--- config.mk ---
export PLATFORM = sky130hd
export DESIGN_NAME = cellular_automaton_lifetime_search_top
export DESIGN_NICKNAME = d
export VERILOG_FILES = /design/src/hdl/cals_pkg.sv /design/src/hdl/cals_ctrl.sv /design/src/hdl/cals_dp.sv /design/src/hdl/cellular_automaton_lifetime_search_top.sv
export SDC_FILE = /design/constraint.sdc
export NUM_CORES = 1
export LEC_CHECK = 0
export BUFFER_PORTS_ARGS = -buffer_cell sky130_fd_sc_hd__buf_2
export CAP_MARGIN = 0
export CORE_MARGIN = 2
export CORE_UTILIZATION = 60
export DETAILED_ROUTE_END_ITERATION = 8
export PLACE_DENSITY = 0.88
export SYNTH_ARGS = -nofsm -noshare
export SYNTH_HDL_FRONTEND = slang
export SYNTH_SLANG_ARGS = --single-unit
--- constraint.sdc ---
create_clock -name clk -period 11.4 [get_ports clk]
set_input_delay 1.14 -clock clk [delete_from_list [all_inputs] [get_ports clk]]
set_output_delay 1.14 -clock clk [all_outputs]
set_load 0.05 [all_outputs]
--- src/hdl/cals_pkg.sv ---
// shared types, constants and tables for the cellular automaton lifetime search
package cals_pkg;

	// field widths
	localparam int RULE_W  = 43;
	localparam int LIFE_W  = 5;
	localparam int THR_W   = 5;
	localparam int TRIT_W  = 2;

	// torus geometry: side 3, one dimension, neighbourhood of 3 cells
	localparam int NUM_CELLS   = 3;
	localparam int NUM_CONFIGS = 27;
	localparam int CONF_W      = 5;

	// rule digit extraction: divide by 27 per pass, 8 dividend bits per cycle
	localparam int CHUNK_W    = 8;
	localparam int NUM_CHUNKS = 6;
	localparam int WORK_W     = CHUNK_W * NUM_CHUNKS;
	localparam int NUM_PASSES = 9;
	localparam int PASS_W     = 4;
	localparam int CHUNK_CW   = 3;
	localparam int REM_W      = 5;
	localparam int DIVISOR    = 27;

	// digit memory: one row holds three digits, row index 0..8
	localparam int ROW_W      = 3 * TRIT_W;
	localparam int ROW_AW     = 4;
	localparam int CELL_CW    = 2;

	// base-3 digits of 0..26, packed as {d2, d1, d0}
	localparam logic [ROW_W-1:0] TRIT_LUT [NUM_CONFIGS] = '{
		6'h00, 6'h01, 6'h02, 6'h04, 6'h05, 6'h06, 6'h08, 6'h09, 6'h0A,
		6'h10, 6'h11, 6'h12, 6'h14, 6'h15, 6'h16, 6'h18, 6'h19, 6'h1A,
		6'h20, 6'h21, 6'h22, 6'h24, 6'h25, 6'h26, 6'h28, 6'h29, 6'h2A
	};

	typedef enum logic [2:0] {
		ST_IDLE,
		ST_DIV,
		ST_LOAD,
		ST_CHECK,
		ST_UPD,
		ST_FIN
	} cals_state_t;

	// controller to datapath
	typedef struct packed {
		logic                load_rule;
		logic                div_step;
		logic                row_we;
		logic [ROW_AW-1:0]   row_idx;
		logic                init_run;
		logic                mark;
		logic                rd_en;
		logic [CELL_CW-1:0]  rd_cell;
		logic                wr_en;
		logic [CELL_CW-1:0]  wr_cell;
		logic                commit;
		logic                finish;
	} cals_cmd_t;

	// datapath to controller
	typedef struct packed {
		logic hit;
	} cals_sts_t;

endpackage

--- src/hdl/cals_ctrl.sv ---
// controller state machine for the lifetime search
module cals_ctrl (
	input  logic                 clk,
	input  logic                 arst_n,
	input  logic                 start,
	output logic                 busy,
	input  cals_pkg::cals_sts_t  sts,
	output cals_pkg::cals_cmd_t  cmd
);
	import cals_pkg::*;

	cals_state_t            state_q, state_d;
	logic [CHUNK_CW-1:0]    chunk_q;
	logic [PASS_W-1:0]      pass_q;
	logic [CELL_CW-1:0]     cell_q;

	logic chunk_last, pass_last, cell_last;

	assign chunk_last = (chunk_q == CHUNK_CW'(NUM_CHUNKS - 1));
	assign pass_last  = (pass_q == PASS_W'(NUM_PASSES - 1));
	assign cell_last  = (cell_q == CELL_CW'(NUM_CELLS));

	// state register
	always_ff @(posedge clk or negedge arst_n) begin
		if (!arst_n) begin
			state_q <= ST_IDLE;
		end else begin
			state_q <= state_d;
		end
	end

	// chunk, pass and cell counters
	always_ff @(posedge clk or negedge arst_n) begin
		if (!arst_n) begin
			chunk_q <= '0;
			pass_q  <= '0;
			cell_q  <= '0;
		end else begin
			if (cmd.load_rule) begin
				chunk_q <= '0;
				pass_q  <= '0;
			end else if (cmd.div_step) begin
				if (chunk_last) begin
					chunk_q <= '0;
					pass_q  <= pass_q + PASS_W'(1);
				end else begin
					chunk_q <= chunk_q + CHUNK_CW'(1);
				end
			end
			if (cmd.mark) begin
				cell_q <= '0;
			end else if (state_q == ST_UPD) begin
				cell_q <= cell_q + CELL_CW'(1);
			end
		end
	end

	// next state and commands
	always_comb begin
		state_d     = state_q;
		cmd         = '0;
		cmd.row_idx = pass_q;
		cmd.rd_cell = cell_q;
		cmd.wr_cell = cell_q - CELL_CW'(1);
		unique case (state_q)
			ST_IDLE: begin
				if (start) begin
					cmd.load_rule = 1'b1;
					state_d       = ST_DIV;
				end
			end
			ST_DIV: begin
				cmd.div_step = 1'b1;
				if (chunk_last) begin
					cmd.row_we = 1'b1;
					if (pass_last) begin
						state_d = ST_LOAD;
					end
				end
			end
			ST_LOAD: begin
				cmd.init_run = 1'b1;
				state_d      = ST_CHECK;
			end
			ST_CHECK: begin
				if (sts.hit) begin
					state_d = ST_FIN;
				end else begin
					cmd.mark = 1'b1;
					state_d  = ST_UPD;
				end
			end
			ST_UPD: begin
				cmd.rd_en  = !cell_last;
				cmd.wr_en  = (cell_q != '0);
				cmd.commit = cell_last;
				if (cell_last) begin
					state_d = ST_CHECK;
				end
			end
			ST_FIN: begin
				cmd.finish = 1'b1;
				state_d    = ST_IDLE;
			end
			default: begin
				state_d = ST_IDLE;
			end
		endcase
	end

	assign busy = (state_q != ST_IDLE);

	// the pass counter stays within 0..8 during extraction
	a_pass_range: assert property (@(posedge clk) disable iff (!arst_n)
		state_q == ST_DIV |-> pass_q < PASS_W'(NUM_PASSES))
		else $error("pass counter out of range");
	// every update round ends in a check
	a_upd_to_check: assert property (@(posedge clk) disable iff (!arst_n)
		cmd.commit |=> state_q == ST_CHECK)
		else $error("update round did not return to check");

endmodule

--- src/hdl/cals_dp.sv ---
// datapath: rule digit extraction, automaton stepping, visited map and results
module cals_dp (
	input  logic                          clk,
	input  logic                          arst_n,
	input  cals_pkg::cals_cmd_t           cmd,
	output cals_pkg::cals_sts_t           sts,
	input  logic [cals_pkg::RULE_W-1:0]   rule_number,
	input  logic                          cfg_we,
	input  logic [cals_pkg::THR_W-1:0]    cfg_wdata,
	output logic                          done,
	output logic [cals_pkg::LIFE_W-1:0]   lifetime,
	output logic                          meets_threshold,
	output logic                          new_longest,
	output logic [cals_pkg::RULE_W-1:0]   longest_rule
);
	import cals_pkg::*;

	logic [RULE_W-1:0]   rule_q;
	logic [WORK_W-1:0]   work_q;
	logic [REM_W-1:0]    rem_q;
	logic [ROW_W-1:0]    digit_mem [NUM_PASSES];
	logic [ROW_W-1:0]    row_s1;
	logic [TRIT_W-1:0]   col_s1;
	logic [TRIT_W-1:0]   cells_q [NUM_CELLS];
	logic [TRIT_W-1:0]   nxt_q [NUM_CELLS-1];
	logic [NUM_CONFIGS-1:0] visited_q;
	logic [LIFE_W-1:0]   count_q;
	logic [THR_W-1:0]    thr_q;
	logic [LIFE_W-1:0]   longest_life_q;
	logic [RULE_W-1:0]   longest_rule_q;
	logic                done_q;
	logic [LIFE_W-1:0]   lifetime_q;
	logic                meets_q;
	logic                longer_q;

	logic [REM_W-1:0]    rem_nxt;
	logic [CHUNK_W-1:0]  qbits;
	logic [ROW_AW-1:0]   rd_row;
	logic [TRIT_W-1:0]   c_up, c_dn;
	logic [TRIT_W-1:0]   new_trit;
	logic [CONF_W-1:0]   conf;
	logic                meets, longer;

	// one chunk of long division by 27, msb first
	always_comb begin
		logic [REM_W:0] tmp;
		rem_nxt = rem_q;
		qbits   = '0;
		for (int k = 0; k < CHUNK_W; k++) begin
			tmp = {rem_nxt, work_q[WORK_W-1-k]};
			if (tmp >= (REM_W+1)'(DIVISOR)) begin
				rem_nxt            = REM_W'(tmp - (REM_W+1)'(DIVISOR));
				qbits[CHUNK_W-1-k] = 1'b1;
			end else begin
				rem_nxt = tmp[REM_W-1:0];
			end
		end
	end

	// dividend shifts out, quotient shifts in
	always_ff @(posedge clk) begin
		if (cmd.load_rule) begin
			rule_q <= rule_number;
			work_q <= {{(WORK_W-RULE_W){1'b0}}, rule_number};
			rem_q  <= '0;
		end else if (cmd.div_step) begin
			work_q <= {work_q[WORK_W-CHUNK_W-1:0], qbits};
			rem_q  <= cmd.row_we ? '0 : rem_nxt;
		end
	end

	// neighbour selection for the cell being read
	always_comb begin
		unique case (cmd.rd_cell)
			2'd0: begin
				c_up = cells_q[1];
				c_dn = cells_q[2];
			end
			2'd1: begin
				c_up = cells_q[2];
				c_dn = cells_q[0];
			end
			2'd2: begin
				c_up = cells_q[0];
				c_dn = cells_q[1];
			end
			default: begin
				c_up = '0;
				c_dn = '0;
			end
		endcase
		rd_row = {2'b00, c_up} + {1'b0, c_dn, 1'b0} + {2'b00, c_dn};
	end

	// digit memory: one row per division pass, registered read
	always_ff @(posedge clk) begin
		if (cmd.row_we) begin
			digit_mem[cmd.row_idx] <= TRIT_LUT[rem_nxt];
		end
		if (cmd.rd_en) begin
			row_s1 <= digit_mem[rd_row];
			col_s1 <= cells_q[cmd.rd_cell];
		end
	end

	// pick the digit for the cell's own value
	always_comb begin
		unique case (col_s1)
			2'd0:    new_trit = row_s1[1:0];
			2'd1:    new_trit = row_s1[3:2];
			2'd2:    new_trit = row_s1[5:4];
			default: new_trit = '0;
		endcase
	end

	// cell registers: nxt_q holds cells 0 and 1, all three commit together
	always_ff @(posedge clk) begin
		if (cmd.init_run) begin
			cells_q[0] <= TRIT_W'(1);
			cells_q[1] <= '0;
			cells_q[2] <= '0;
		end else if (cmd.commit) begin
			cells_q[0] <= nxt_q[0];
			cells_q[1] <= nxt_q[1];
			cells_q[2] <= new_trit;
		end else if (cmd.wr_en) begin
			nxt_q[cmd.wr_cell[0]] <= new_trit;
		end
	end

	// configuration index and visited lookup
	assign conf    = CONF_W'(cells_q[0]) + CONF_W'(cells_q[1]) * CONF_W'(3)
		+ CONF_W'(cells_q[2]) * CONF_W'(9);
	assign sts.hit = visited_q[conf];

	// visited map and lifetime count
	always_ff @(posedge clk or negedge arst_n) begin
		if (!arst_n) begin
			visited_q <= '0;
			count_q   <= '0;
		end else if (cmd.init_run) begin
			visited_q <= '0;
			count_q   <= '0;
		end else if (cmd.mark) begin
			visited_q[conf] <= 1'b1;
			count_q         <= count_q + LIFE_W'(1);
		end
	end

	assign meets  = (count_q >= thr_q);
	assign longer = (count_q > longest_life_q);

	// threshold register, longest record and done flag
	always_ff @(posedge clk or negedge arst_n) begin
		if (!arst_n) begin
			thr_q          <= '0;
			longest_life_q <= '0;
			longest_rule_q <= '0;
			done_q         <= 1'b0;
		end else begin
			if (cfg_we) begin
				thr_q <= cfg_wdata;
			end
			if (cmd.finish && longer) begin
				longest_life_q <= count_q;
				longest_rule_q <= rule_q;
			end
			done_q <= cmd.finish;
		end
	end

	// result register, loaded together with done, which is high for one cycle
	always_ff @(posedge clk) begin
		if (cmd.finish) begin
			lifetime_q <= count_q;
			meets_q    <= meets;
			longer_q   <= longer;
		end
	end

	assign done            = done_q;
	assign lifetime        = lifetime_q;
	assign meets_threshold = meets_q;
	assign new_longest     = longer_q;
	assign longest_rule    = longest_rule_q;

	// every transfer has seen at least the start configuration
	a_life_nonzero: assert property (@(posedge clk) disable iff (!arst_n)
		done |-> lifetime != '0)
		else $error("zero lifetime reported");
	// count tracks the number of marked configurations
	a_count_visited: assert property (@(posedge clk) disable iff (!arst_n)
		$countones(visited_q) == int'(count_q))
		else $error("visited map and count disagree");
	// a new longest carries the rule just searched
	a_longest_rule: assert property (@(posedge clk) disable iff (!arst_n)
		done && new_longest |-> longest_rule == rule_q)
		else $error("new longest without its rule");
	// count never passes the number of configurations
	a_count_max: assert property (@(posedge clk) disable iff (!arst_n)
		count_q <= LIFE_W'(NUM_CONFIGS))
		else $error("lifetime count overflow");

endmodule

--- src/hdl/cellular_automaton_lifetime_search_top.sv ---
// top level of the cellular automaton lifetime search
// sequence: from the start transfer, rule digit extraction (9 divide-by-27 passes, 8 bits a cycle),
//   then per automaton step a check, 3 digit memory reads and a commit, until a configuration
//   repeats; the lifetime L lies in 1..27.
// issue: one rule at a time; busy drops in the done cycle, so the next
//   start can be taken while the result is shown. done lasts one cycle, no stall.
// reset: arst_n clears the controller, visited map, longest record and threshold.
module cellular_automaton_lifetime_search_top (
	input  logic                          clk,
	input  logic                          arst_n,
	input  logic                          start,
	output logic                          busy,
	input  logic [cals_pkg::RULE_W-1:0]   rule_number,
	input  logic                          cfg_we,
	input  logic [cals_pkg::THR_W-1:0]    cfg_wdata,
	output logic                          done,
	output logic [cals_pkg::LIFE_W-1:0]   lifetime,
	output logic                          meets_threshold,
	output logic                          new_longest,
	output logic [cals_pkg::RULE_W-1:0]   longest_rule
);
	import cals_pkg::*;

	cals_cmd_t cmd;
	cals_sts_t sts;

	// sequencing
	cals_ctrl u_ctrl (
		.clk    (clk),
		.arst_n (arst_n),
		.start  (start),
		.busy   (busy),
		.sts    (sts),
		.cmd    (cmd)
	);

	// arithmetic, storage and results
	cals_dp u_dp (
		.clk             (clk),
		.arst_n          (arst_n),
		.cmd             (cmd),
		.sts             (sts),
		.rule_number     (rule_number),
		.cfg_we          (cfg_we),
		.cfg_wdata       (cfg_wdata),
		.done            (done),
		.lifetime        (lifetime),
		.meets_threshold (meets_threshold),
		.new_longest     (new_longest),
		.longest_rule    (longest_rule)
	);

endmodule
**Word-level counts from Yosys, hierarchy flattened**

Memories as Yosys holds them, arrays and structs flattened. A register that Yosys moved wholly into a read port is not among the register bits.
Cells that the tools add are included.

- Order comparisons: 13
- Reduce and logical (&&, ||, !) cells: 14
- $mul: 2
- $add $sub $neg: 17
- Eq/ne operators: 16
- Bitwise operators: 5
- Muxes and demuxes: 71

Operators with widths:

| kind | count |
|---|---|
| 43-bit 2-to-1 mux | 2 |
| 5-bit 2-to-1 mux | 11 |
| 27-bit 2-to-1 mux | 2 |
| 6-bit by 5-bit greater-or-equal comparator with 1-bit output, second input constant | 8 |
| 5-bit subtractor, second input constant | 8 |
| 1-bit 2-to-1 mux | 32 |
| 27-bit bitwise OR | 1 |
| 3-bit 2-to-1 mux | 7 |
| 2-bit case mux with 3 select lines | 3 |
| 3-bit case mux with 5 select lines | 1 |
| 2-bit 2-to-1 mux | 6 |
| 4-bit 2-to-1 mux | 3 |
| 6-bit 2-to-1 mux | 2 |
| 2-bit nonzero test | 5 |
| 3-bit == test, second input constant | 3 |
| 2-bit == test, second input constant | 3 |
| 3-bit by 2-bit == test with 1-bit output, second input constant | 2 |
| 6-bit greater-or-equal comparator, second input constant | 1 |
| 5-bit by 6-bit < comparator with 1-bit output, second input constant | 1 |
| 2-bit by 1-bit != test with 1-bit output, second input constant | 3 |
| 5-bit NOT with 6-bit output | 1 |
| 2-bit by 4-bit adder with 5-bit output | 1 |
| 5-bit by 1-bit adder with 5-bit output, second input constant | 1 |
| 5-bit adder | 1 |
| other kinds (25) | 30 |

- Bits in read-only memories: 192
- Output and inout bits: 52
- Bits of input ports: 52
- Bits in writable memories: 64
- Register bits after elaboration: 201
- Memories kept: 4
- Logic and storage cells: 159

Memory list:

| memory | depth | bits a word | rd ports | clocked after Yosys merged registers in | wr ports | RTL line | RTL |
|---|---|---|---|---|---|---|---|
| (no name shown) | 32 | 6 | 1 | 0 | 0 | cals_dp.sv:98 | `digit_mem[cmd.row_idx] <= TRIT_LUT[rem_nxt];` |
| u_dp.digit_mem | 9 | 6 | 1 | 1 | 1 | cals_dp.sv:21 | `logic [ROW_W-1:0] digit_mem [NUM_PASSES];` |
| u_dp.cells_q | 3 | 2 | 4 | 1 | 3 | cals_dp.sv:24 | `logic [TRIT_W-1:0] cells_q [NUM_CELLS];` |
| u_dp.nxt_q | 2 | 2 | 2 | 0 | 1 | cals_dp.sv:25 | `logic [TRIT_W-1:0] nxt_q [NUM_CELLS-1];` |

**Longest topological paths before layout**

Gate-level depths: netlist (run 1).

- Depth after elaboration: 20
- Depth in mapped cells: 45
- Gate-level depth less buffers: 45

**Modules after synthesis**

A second synthesis (run 1) with hierarchy kept.

- Cell total of the unflattened synthesis: 1078
- Area total of the unflattened synthesis: 13718.2 um^2

Modules (own cells, without submodules):

| module | times used | area each (um^2) | seq. area each (um^2) | cells each |
|---|---|---|---|---|
| cals_dp | 1 | 12982.5 | 7307.0 | 997 |
| cals_ctrl | 1 | 735.7 | 300.3 | 81 |

**Worst setup path before layout (run 1)**

OpenSTA, ideal clock, no wires.

- Path type: reg2reg
- From: register u_dp.rem_q[0]
- To: memory u_dp.digit_mem[0][2] (netlist name), data pin
- Required time: 11.110 ns
- Cell stages (with the launch flop): 44
- Library setup time: 0.290 ns
- Path slack: 1.521 ns
- Arrival: 9.590 ns
- Buffers on the path: 0
- Clock period less this slack: 9.879 ns
- Cells stage by stage: dfxtp_1 > ha_1 > o211a_4 > nor3_1 > nor2_1 > ha_1 > nor4_2 > nor3_4 > mux2i_1 > and2_1 > ha_1 > inv_1 > a31oi_4 > a21o_1 > xor2_2 > ha_1 > o31a_1 > and3_1 > [8 not listed] > o31a_1 > a2111oi_2 > nor3_2 > o21ai_2 > xor2_2 > ha_1 > a211oi_2 > o31ai_4 > xor2_1 > ha_1 > nor2_1 > mux2i_1 > a31oi_1 > mux2i_2 > inv_2 > ha_1 > o31a_1 > o32ai_1

- Longest elaborated chain between the ends: 20
- Elaborated cells between the ends (all ways): 28
- Those cells by class: add/sub: 8; order compare: 8; mux: 10; bitwise: 1; memory: 1

Ends and longest elaborated chain:

| element | RTL line | RTL |
|---|---|---|
| start: declaration | cals_dp.sv:20 | `logic [REM_W-1:0] rem_q;` |
| start signal: assignment | cals_dp.sv:68 | `rem_q <= cmd.row_we ? '0 : rem_nxt;` |
| 5-bit subtractor / 6-bit by 5-bit greater-or-equal comparator with 1-bit output (equally long branches) | cals_dp.sv:52, cals_dp.sv:51 |  |
| 5-bit 2-to-1 mux (*) | cals_dp.sv:51 | `if (tmp >= (REM_W+1)'(DIVISOR)) begin` |
| 5-bit subtractor / 6-bit by 5-bit greater-or-equal comparator with 1-bit output (equally long branches) | cals_dp.sv:52, cals_dp.sv:51 |  |
| 5-bit 2-to-1 mux (*) | cals_dp.sv:51 |  |
| 5-bit subtractor / 6-bit by 5-bit greater-or-equal comparator with 1-bit output (equally long branches) | cals_dp.sv:52, cals_dp.sv:51 |  |
| 5-bit 2-to-1 mux (*) | cals_dp.sv:51 |  |
| 5-bit subtractor / 6-bit by 5-bit greater-or-equal comparator with 1-bit output (equally long branches) | cals_dp.sv:52, cals_dp.sv:51 |  |
| 5-bit 2-to-1 mux (*) | cals_dp.sv:51 |  |
| [3 not listed] | - |  |
| 5-bit 2-to-1 mux (*) | cals_dp.sv:51 |  |
| 5-bit subtractor / 6-bit by 5-bit greater-or-equal comparator with 1-bit output (equally long branches) | cals_dp.sv:52, cals_dp.sv:51 |  |
| 5-bit 2-to-1 mux (*) | cals_dp.sv:51 |  |
| 5-bit subtractor / 6-bit by 5-bit greater-or-equal comparator with 1-bit output (equally long branches) | cals_dp.sv:52, cals_dp.sv:51 |  |
| 5-bit 2-to-1 mux (*) | cals_dp.sv:51 |  |
| 5-bit NOT with 6-bit output (not written as such) (*) | cals_dp.sv:98 |  |
| memory read 32 x 6 bit (*) | - |  |
| 6-bit 2-to-1 mux (not written as such) (*) (2 in series) | cals_dp.sv:98 |  |
| end: declaration | cals_dp.sv:21 |  |

Every way passes the cells marked *; elsewhere a longest branch is shown, timed or not. The select of a mux whose other input is x is not followed.

**Worst setup path after layout (run 1)**

- From: register u_dp.rem_q[0]
- To: memory u_dp.digit_mem[0][0] (netlist name), data pin

The elaborated chain is that of the path after synthesis.

==> results of run 1 <==
-- cell usage after synthesis (all sizes together), types with 8 or more instances --
| cell type | n |
|---|---|
| nand2 | 178 |
| edfxtp | 165 |
| dfrtp | 98 |
| nor2 | 89 |
| a21oi | 57 |
| mux2 | 54 |
| o21ai | 50 |
| inv | 45 |
| ha | 37 |
| clkbuf | 34 |
| mux2i | 25 |
| nor3 | 23 |
| mux4 | 18 |
| and3 | 17 |
| a211oi | 14 |
| a31oi | 13 |
| and2 | 10 |
| dfxtp | 10 |
| nand2b | 10 |
| nor2b | 10 |
| xor2 | 10 |
| a21o | 9 |
| buf | 9 |
| o211ai | 9 |
| xnor2 | 9 |
| nand3 | 8 |
| o211a | 8 |
-- worst max-delay path by stage --
| stage | cells past startpoint | start | slack [ns] | endpoint |
|---|---|---|---|---|
| finish | 43 | u_dp.rem_q[0] | 0.70 | u_dp.digit_mem[0][0] |
| global route | 43 | u_dp.rem_q[0] | -0.02 | u_dp.digit_mem[3][0] |
| floorplan | 43 | u_dp.rem_q[0] | 1.52 | u_dp.digit_mem[0][2] |
| detailed placement | 43 | u_dp.rem_q[0] | 0.22 | u_dp.digit_mem[8][2] |
| CTS | 43 | u_dp.rem_q[0] | 0.13 | u_dp.digit_mem[4][2] |
| global placement | 43 | u_dp.rem_q[0] | 0.76 | u_dp.digit_mem[4][2] |
-- registers in the layout (all words and copies together) (netlist names), 4 cells and up --
register,flops
u_dp.work_q,48
u_dp.nxt_q,4
u_dp.thr_q,5
u_dp.digit_mem,54
u_dp.longest_rule,43
u_dp.visited_q,27
u_dp.row_s1,6
u_dp.longest_life_q,5
u_dp.cells_q,6
u_dp.lifetime,5
u_ctrl.pass_q,4
u_dp.rule_q,43
u_dp.rem_q,5
u_dp.count_q,5
-- final cells by class --
| cell class | count | share of cell area [%] |
|---|---|---|
| clock inverter | 13 | 0.924 |
| sequential | 273 | 50.2 |
| clock buffer | 36 | 5.01 |
| multi-input combinational | 751 | 36.1 |
| inverter | 46 | 1.15 |
| timing repair buffer | 121 | 4.31 |
| tap | 280 | 2.31 |
-- metal layers --
metal / wire length, um / vias to the layer above / share of wire, % / global-route usage (%)
met3: 1950 / 72 / 6.7 / 3.37
met1: 11600 / 4540 / 40 / 32.8
met5: 0 / - / 0 / 0
met4: 860 / 0 / 3.0 / 7.36
met2: 14700 / 365 / 51 / 41.9
li1: - / 4280 / - / -
-- stage by stage --
stage          setup TNS, ns  setup WS [ns]  std cells
4_1_cts                    0          0.127       1511
2_1_floorplan              0           1.52       1113
5_1_grt               -0.271        -0.0193       1520
3_3_place_gp               0          0.758       1462
3_5_place_dp               0          0.221       1462
6_report                   0          0.703       1520
-- logic make-up (layout without fill, tap and decap cells) --
| group | count (synthesis) | count (layout) | share of synthesized area, % |
|---|---|---|---|
| compound gates | 216 | 216 | 12.1 |
| xor+xnor | 19 | 19 | 1.36 |
| fa+ha+maj | 43 | 43 | 4.38 |
| buf+inv | 89 | 216 | 2.55 |
| flops | 273 | 273 | 57.1 |
| mux | 97 | 97 | 9.66 |
| simple gates | 376 | 376 | 12.9 |
-- repair_timing --
item                       in CTS  in global routing
setup buffers                   0                  9
setup endpoints to repair       0                 54
resized for setup               0                 16
==> summary.md, run 1 <==
| Metric | Value |
|---|---|
| Area Overhead vs Synth | `13.9%` |
| DP Area | `14,100 um^2` |
| Ys async rst share | `35.9%` |
| Worst Hold Path Cells | `1` |
| Overall Global Routing Usage | `24.4%` |
| Final-stage net count | `1,315` |
| Total Routed Length | `29,000 um` |
| Total grt overflow | `0` |
| R2R setup slack | `0.70 ns` |
| DP HPWL | `19,300 um` |
| Reg2reg start | `u_dp.rem_q[0]` |
| Worst r2r dst | `u_dp.digit_mem[0][0]` |
| Root Driver | `clkbuf_16` |
| Avg Cell Area, Syn | `12.0 um^2` |
| Synthesized Nets | `1,208` |
| CTS Sinks | `273` |
| Number of synthesized register bits | `273` |
| Critical hold path startpoint | `u_dp.rule_q[22]` |
| Num ports | `104` |
| Reg2Reg Depth | `43` |
| Hold-fix buffers, CTS | `0` |
| Final Max Tran Viols | `0` |
| Ys Warns | `0` |
| Post-synth EDFFs | `165` |
| Synth area leader | `edfxtp_1` |
| Outcome | `finished, final reports clean` |
| Core Region | `21,800 um^2` |
| Max Cap Viol | `0` |
| Required time worst endpoint | `11.66 ns` |
| Port Buf Inserts | `103` |
| Worst-Skew Late Latency | `0.55 ns` |
| Most frequent cells in the layout | `nand2_1 (177), edfxtp_1 (165), buf_2 (102)` |
| Unique masters post-synth | `85` |
| Drt first-iter violations | `880` |
| First-pass GRT wire length | `46,400 um` |
| Setup CP Type | `flip-flop to flip-flop` |
| Die Y | `153 um` |
| Row cnt | `54` |
| Crit share post-route | `93.8%` |
| Final Critical Period | `10.70 ns` |
| Slew @ Worst Pin | `1.20 ns` |
| Vias per inst | `6.09` |
| Post-Syn Area | `13,300 um^2` |
| Fmax | `93.5 MHz` |
| Endpoints failing setup | `0` |
| Vias in the first global route | `9,060` |
| Crit path buf inv count | `2` |
| Routability Congestion | `0.899` |
| Drt first pass iters | `5` |
| Slowest cell on the critical path | `or4_1` |
| Main flop type after synthesis | `edfxtp_1` |
| Finished Cell Area | `15,200 um^2` |
| Initial antenna violation count | `1` |
| Post-route ant nets | `0` |
| H-tree Lvls | `1` |
| Cells after Synth | `1,113` |
| Clock Skews | `0.0136 ns` |
| Final Hold Viols | `0` |
| Startpoint Class | `flip-flop` |
| Most used cell, CP | `ha_1` |
| Class of the worst hold path | `flip-flop to flip-flop` |
| DIE AREA | `23,400 um^2` |
| Fillcell total | `1,414` |
| CTS Buf Count | `27` |
| Critical Path End Type | `flip-flop` |
| Die X | `153 um` |
| Crit path max-delay family | `compound AO/OA/AOI/OAI gates` |
| Sequential fraction of the synthesis area | `57.1%` |
| Residual DRC | `0` |
| WHS | `0.474 ns` |
| Multi-input gate area | `5480 um^2` |
| Sequential Area | `7610 um^2` |
| CP max stage delay | `0.56 ns` |
| Crit path max fanout | `9` |
| DR WL/cell | `19.1 um` |
| Initial Util | `61.0%` |
| WP data arrival | `10.96 ns` |
| Longest Clk Path Bufs | `3` |
| Synth area leaders | `edfxtp_1 (37%), dfrtp_1 (18%), nand2_1 (5.0%)` |
| # diodes | `0` |
| Max-slew headroom | `19.6%` |
| Final Util | `69.5%` |
| Worst Hold End | `u_dp.longest_rule[22]` |
| CTS tree | `built` |
| Clk pin slew, worst setup/hold paths | `0.07 ns` |
| Fraction of layout cells with a size suffix above 1 | `24.6%` |
| Commonest non-fill, non-tap cell in the layout | `nand2_1` |
| Share of the synthesized area in the top cell type | `37.2%` |
| Largest net degree at the start of global routing | `93` |
| Vias post-DR | `9,257` |
Power of run 1 is left out: the tool's default activity adds up to more than one toggle a clock period on the data nets, which glitch-free logic cannot reach.
==> run 2: changes to the inputs <==
--- a/config.mk
+++ b/config.mk
@@ -7,7 +7,7 @@
 export LEC_CHECK = 0
 export BUFFER_PORTS_ARGS = -buffer_cell sky130_fd_sc_hd__buf_2
 export CAP_MARGIN = 0
-export CORE_MARGIN = 2
+export CORE_MARGIN = 8
 export CORE_UTILIZATION = 60
 export DETAILED_ROUTE_END_ITERATION = 8
 export PLACE_DENSITY = 0.88
==> run 2 against run 1 <==
Net effect:
- critical path depth unchanged
- critical endpoint is now u_dp.digit_mem[4][0]
- wire length is 5.1% higher
- largest cell class unchanged
- count of clock-buffer cells in the layout up 2
==> summary.md, run 2 (same netlist as run 1, synthesis figures left out) <==
| Metric | Value |
|---|---|
| WP data arrival | `11.01 ns` |
| Area Overhead vs Synth | `13.8%` |
| Residual DRC | `0` |
| DR WL/cell | `20.1 um` |
| Slowest cell on the critical path | `or4_1` |
| Final std cells w/o fill | `1,518` |
| Vias per inst | `6.19` |
| Final Hold Viols | `0` |
| Most used cell, CP | `ha_1` |
| Reg2Reg Depth | `43` |
| Endpoints failing setup | `0` |
| Class of the worst hold path | `flip-flop to flip-flop` |
| Initial Util | `61.0%` |
| Worst-Skew Late Latency | `0.55 ns` |
| Post-route ant nets | `0` |
| R2R setup slack | `0.66 ns` |
| Overall Global Routing Usage | `22.1%` |
| Die X | `165 um` |
| Hold-fix buffers, CTS | `0` |
| Final Max Tran Viols | `0` |
| Largest net degree at the start of global routing | `93` |
| Drt first-iter violations | `786` |
| Placed insts | `1,461` |
| Drt first pass iters | `5` |
| Routability Congestion | `0.900` |
| Largest regs | `u_dp.digit_mem (54), u_dp.work_q (48)` |
| Fraction of layout cells with a size suffix above 1 | `24.1%` |
| Root Driver | `clkbuf_16` |
| Worst Hold Path Cells | `1` |
| Outcome | `finished, final reports clean` |
| Final-stage net count | `1,308` |
| Clock Skews | `0.0104 ns` |
| Crit path max fanout | `9` |
| CTS tree | `built` |
| Fillcell total | `1,427` |
| Commonest non-fill, non-tap cell in the layout | `nand2_1` |
| Core Region | `21,800 um^2` |
| Max-slew headroom | `19.9%` |
| DP HPWL | `20,300 um` |
| Total Routed Length | `30,500 um` |
| Critical Path End Type | `flip-flop` |
| Most frequent cells in the layout | `nand2_1 (177), edfxtp_1 (165), buf_2 (102)` |
| Initial antenna violation count | `2` |
| First-pass GRT wire length | `48,100 um` |
| Slew @ Worst Pin | `1.20 ns` |
| Max Cap Viol | `0` |
| Num ports | `104` |
| Row cnt | `54` |
| CTS Buf Count | `28` |
| Largest Register | `u_dp.digit_mem` |
| Total grt overflow | `0` |
| Worst Hold End | `u_dp.longest_rule[31]` |
| Fmax | `93.1 MHz` |
| Reg2reg start | `u_dp.rem_q[0]` |
| Setup CP Type | `flip-flop to flip-flop` |
| Port Buf Inserts | `103` |
| Vias post-DR | `9,395` |
| Crit share post-route | `94.2%` |
| Number of flip-flops in the largest register | `54` |
| Clk pin slew, worst setup/hold paths | `0.06 ns` |
| Required time worst endpoint | `11.67 ns` |
| Die Y | `165 um` |
| CP max stage delay | `0.54 ns` |
| H-tree Lvls | `1` |
| CTS Sinks | `273` |
| Vias in the first global route | `9,349` |
| Final Critical Period | `10.74 ns` |
| Worst r2r dst | `u_dp.digit_mem[4][0]` |
| Longest Clk Path Bufs | `3` |
| DIE AREA | `27,200 um^2` |
| Startpoint Class | `flip-flop` |
| Critical hold path startpoint | `u_dp.rule_q[31]` |
-- run 2: changes by cell type in the layout (fill, tap and decap cells not counted), sizes merged --
cell,delta
buf,-8
diode,+3
clkbuf,+2
clkinv,+2
inv,-2
clkinvlp,+1
-- run 2: cell type report --
type | instances | area, um^2 | share of cell area [%]
Inverter | 46 | 174 | 1.15
Antenna cell | 3 | 7.51 | 0.0495
Clock inverter | 14 | 153 | 1.01
Multi-Input combinational cell | 751 | 5490 | 36.2
Timing Repair Buffer | 113 | 593 | 3.91
Clock buffer | 38 | 778 | 5.14
Sequential cell | 273 | 7610 | 50.2
Tap cell | 280 | 350 | 2.31
-- run 2: how the worst max path moves through the flow --
stage                  start              endpoint  slack [ns]  depth (start not counted)
5_1_grt        u_dp.rem_q[0]  u_dp.digit_mem[5][0]      -0.003                         44
6_report       u_dp.rem_q[0]  u_dp.digit_mem[4][0]        0.66                         43
4_1_cts        u_dp.rem_q[0]  u_dp.digit_mem[3][2]        0.16                         43
2_1_floorplan  u_dp.rem_q[0]  u_dp.digit_mem[0][2]        1.52                         43
3_3_place_gp   u_dp.rem_q[0]  u_dp.digit_mem[8][2]        0.72                         43
3_5_place_dp   u_dp.rem_q[0]  u_dp.digit_mem[8][2]        0.25                         43
-- run 2: worst max-delay path, delay by kind of cell, from the launching register on --
family	cells	cell delay, ns
fa+ha+maj	9	2.45
xor+xnor	4	0.88
mux	3	0.79
compound gates	15	3.62
flops	1	0.48
simple gates	10	2.05
buf+inv	2	0.14
-- run 2: metal layers --
layer | GRT usage (%) | part of all wire, %
met1 | 27.5 | 39
met2 | 38.8 | 51
met3 | 2.97 | 6.3
met4 | 7.78 | 3.5
met5 | 0 | 0
-- run 2: through the flow --
| step | hold slack (ns) | setup slack [ns] | setup TNS [ns] | cell area [um^2] | util (%) |
|---|---|---|---|---|---|
| after detailed placement | 0.453 | 0.250 | 0 | 14100 | 64.6 |
| after global placement | 0.455 | 0.716 | 0 | 14100 | 64.6 |
| after global routing | 0.490 | -0.00338 | -0.0127 | 15200 | 69.4 |
| after floorplan | 0.418 | 1.52 | 0 | 13300 | - |
| final | 0.481 | 0.661 | 0 | 15200 | 69.4 |
| after CTS | 0.481 | 0.162 | 0 | 15000 | 68.8 |
-- run 2: what timing repair did --
action | CTS | global route
endpoints found under the setup margin | 0 | 54
resized for setup | 0 | 18
hold endpoints to repair | 0 | 0
buffers inserted | 0 | 2
Power of run 2 is left out for the same reason.
==> run 3: changes to the inputs <==
--- a/config.mk
+++ b/config.mk
@@ -10,7 +10,7 @@
 export CORE_MARGIN = 8
 export CORE_UTILIZATION = 60
 export DETAILED_ROUTE_END_ITERATION = 8
-export PLACE_DENSITY = 0.88
+export PLACE_DENSITY = 0.78
 export SYNTH_ARGS = -nofsm -noshare
 export SYNTH_HDL_FRONTEND = slang
 export SYNTH_SLANG_ARGS = --single-unit
==> constraint.sdc (replaced) <==
create_clock -name clk -period 11.4 [get_ports clk]
set_input_delay 1.71 -clock clk [delete_from_list [all_inputs] [get_ports clk]]
set_output_delay 1.71 -clock clk [all_outputs]
set_load 0.05 [all_outputs]
==> run 3 against run 2 <==
Net effect:
- first-iteration DRC count is 2.0% lower
- hold slack worse by 0.0041 ns
- critical path depth is 1 lower
- flip-flop and latch count stayed put
- critical path type unchanged
==> summary.md, run 3 (same netlist as run 1, synthesis figures left out) <==
| Metric | Value |
|---|---|
| Initial antenna violation count | `3` |
| Worst-Skew Late Latency | `0.53 ns` |
| Crit path max-delay family | `compound AO/OA/AOI/OAI gates` |
| Post-route ant nets | `0` |
| Vias per inst | `5.93` |
| Core Region | `21,800 um^2` |
| Largest regs | `u_dp.digit_mem (54), u_dp.work_q (48)` |
| Total grt overflow | `0` |
| Longest Clk Path Bufs | `3` |
| CTS Sinks | `273` |
| Max Cap Viol | `0` |
| Row cnt | `54` |
| Class of the worst hold path | `flip-flop to flip-flop` |
| Residual DRC | `0` |
| First-pass GRT wire length | `45,800 um` |
| Initial Util | `61.0%` |
| Required time worst endpoint | `11.78 ns` |
| Drt first-iter violations | `770` |
| Fraction of layout cells with a size suffix above 1 | `23.6%` |
| Largest Register | `u_dp.digit_mem` |
| Crit path buf inv count | `3` |
| Port Buf Inserts | `103` |
| Drt first pass iters | `5` |
| Num ports | `104` |
| H-tree Lvls | `1` |
| Final Critical Period | `10.72 ns` |
| Setup CP Type | `flip-flop to flip-flop` |
| Slew @ Worst Pin | `1.21 ns` |
| Area Overhead vs Synth | `13.4%` |
| Die X | `165 um` |
| Pre-CTS worst setup slack | `0.359 ns` |
| DR WL/cell | `18.5 um` |
| Most used cell, CP | `ha_1` |
| DP HPWL | `19,300 um` |
| Clk pin slew, worst setup/hold paths | `0.07 ns` |
| Clock Skews | `0.0106 ns` |
| Number of flip-flops in the largest register | `54` |
| Crit share post-route | `94.0%` |
| CTS Buf Count | `28` |
| Largest net degree at the start of global routing | `93` |
| Vias post-DR | `9,032` |
| R2R setup slack | `0.68 ns` |
| CP max stage delay | `0.64 ns` |
| Root Driver | `clkbuf_16` |
| Final Max Tran Viols | `0` |
| Most frequent cells in the layout | `nand2_1 (177), edfxtp_1 (165), buf_2 (102)` |
| Crit path max fanout | `9` |
| Total Routed Length | `28,200 um` |
| DIE AREA | `27,200 um^2` |
| Final-stage net count | `1,313` |
| WP data arrival | `11.09 ns` |
| Die Y | `165 um` |
| Critical Path End Type | `flip-flop` |
| Overall Global Routing Usage | `20.9%` |
| CTS tree | `built` |
| Endpoints failing setup | `0` |
| Fmax | `93.3 MHz` |
| Final Hold Viols | `0` |
| Hold-fix buffers, CTS | `0` |
| Vias in the first global route | `9,092` |
| Routability Congestion | `0.878` |
| Commonest non-fill, non-tap cell in the layout | `nand2_1` |
| Max-slew headroom | `19.0%` |
| Outcome | `finished, final reports clean` |
| Startpoint Class | `flip-flop` |
| Fin worst setup slack | `0.685 ns` |
| Slowest cell on the critical path | `mux2i_1` |
-- run 3: area by class of cell --
type,instances,area (um^2)
antenna,3,7.51
sequential,273,7610
fill,1540,6720
clock inverter,8,47.5
clock buffer,43,818
inverter,46,174
multi-input combinational,751,5470
timing repair buffer,118,631
tap,280,350
-- run 3: final timing paths --
check | cells after the start | to | from
max in group asynchronous | 2 | u_dp.longest_rule[0] | arst_n
min in group asynchronous | 1 | u_dp.thr_q[4] | arst_n
max | 42 | u_dp.digit_mem[3][4] | u_dp.rem_q[0]
min | 1 | u_dp.longest_rule[20] | u_dp.rule_q[20]
min reg2reg | 1 | u_dp.longest_rule[20] | u_dp.rule_q[20]
max reg2reg | 42 | u_dp.digit_mem[3][4] | u_dp.rem_q[0]
-- run 3: timing repair --
item	4_1_cts	5_1_grt
resized for setup	0	12
endpoints found under the setup margin	0	54
buffers inserted	0	7
-- run 3: layer usage --
| layer | vias to the layer above | share of wire (%) | track usage [%] |
|---|---|---|---|
| met5 | - | 0 | 0 |
| met4 | 0 | 2.4 | 6.22 |
| met3 | 48 | 4.1 | 2.99 |
| met2 | 207 | 51 | 35.8 |
| met1 | 4484 | 43 | 27.2 |
| li1 | 4293 | - | - |
-- run 3: stage by stage --
| step | TNS [ns] | instance area (um^2) | hold slack (ns) | utilization [%] | cells |
|---|---|---|---|---|---|
| final | 0 | 15100 | 0.477 | 69.2 | 1522 |
| after global routing | -2.41 | 15100 | 0.484 | 69.2 | 1522 |
| after CTS | 0 | 15000 | 0.474 | 68.5 | 1512 |
| after detailed placement | 0 | 14100 | 0.459 | 64.6 | 1461 |
| after global placement | 0 | 14100 | 0.455 | 64.6 | 1461 |
| after floorplan | 0 | 13300 | 0.418 | - | 1113 |
Power of run 3 is left out for the same reason.
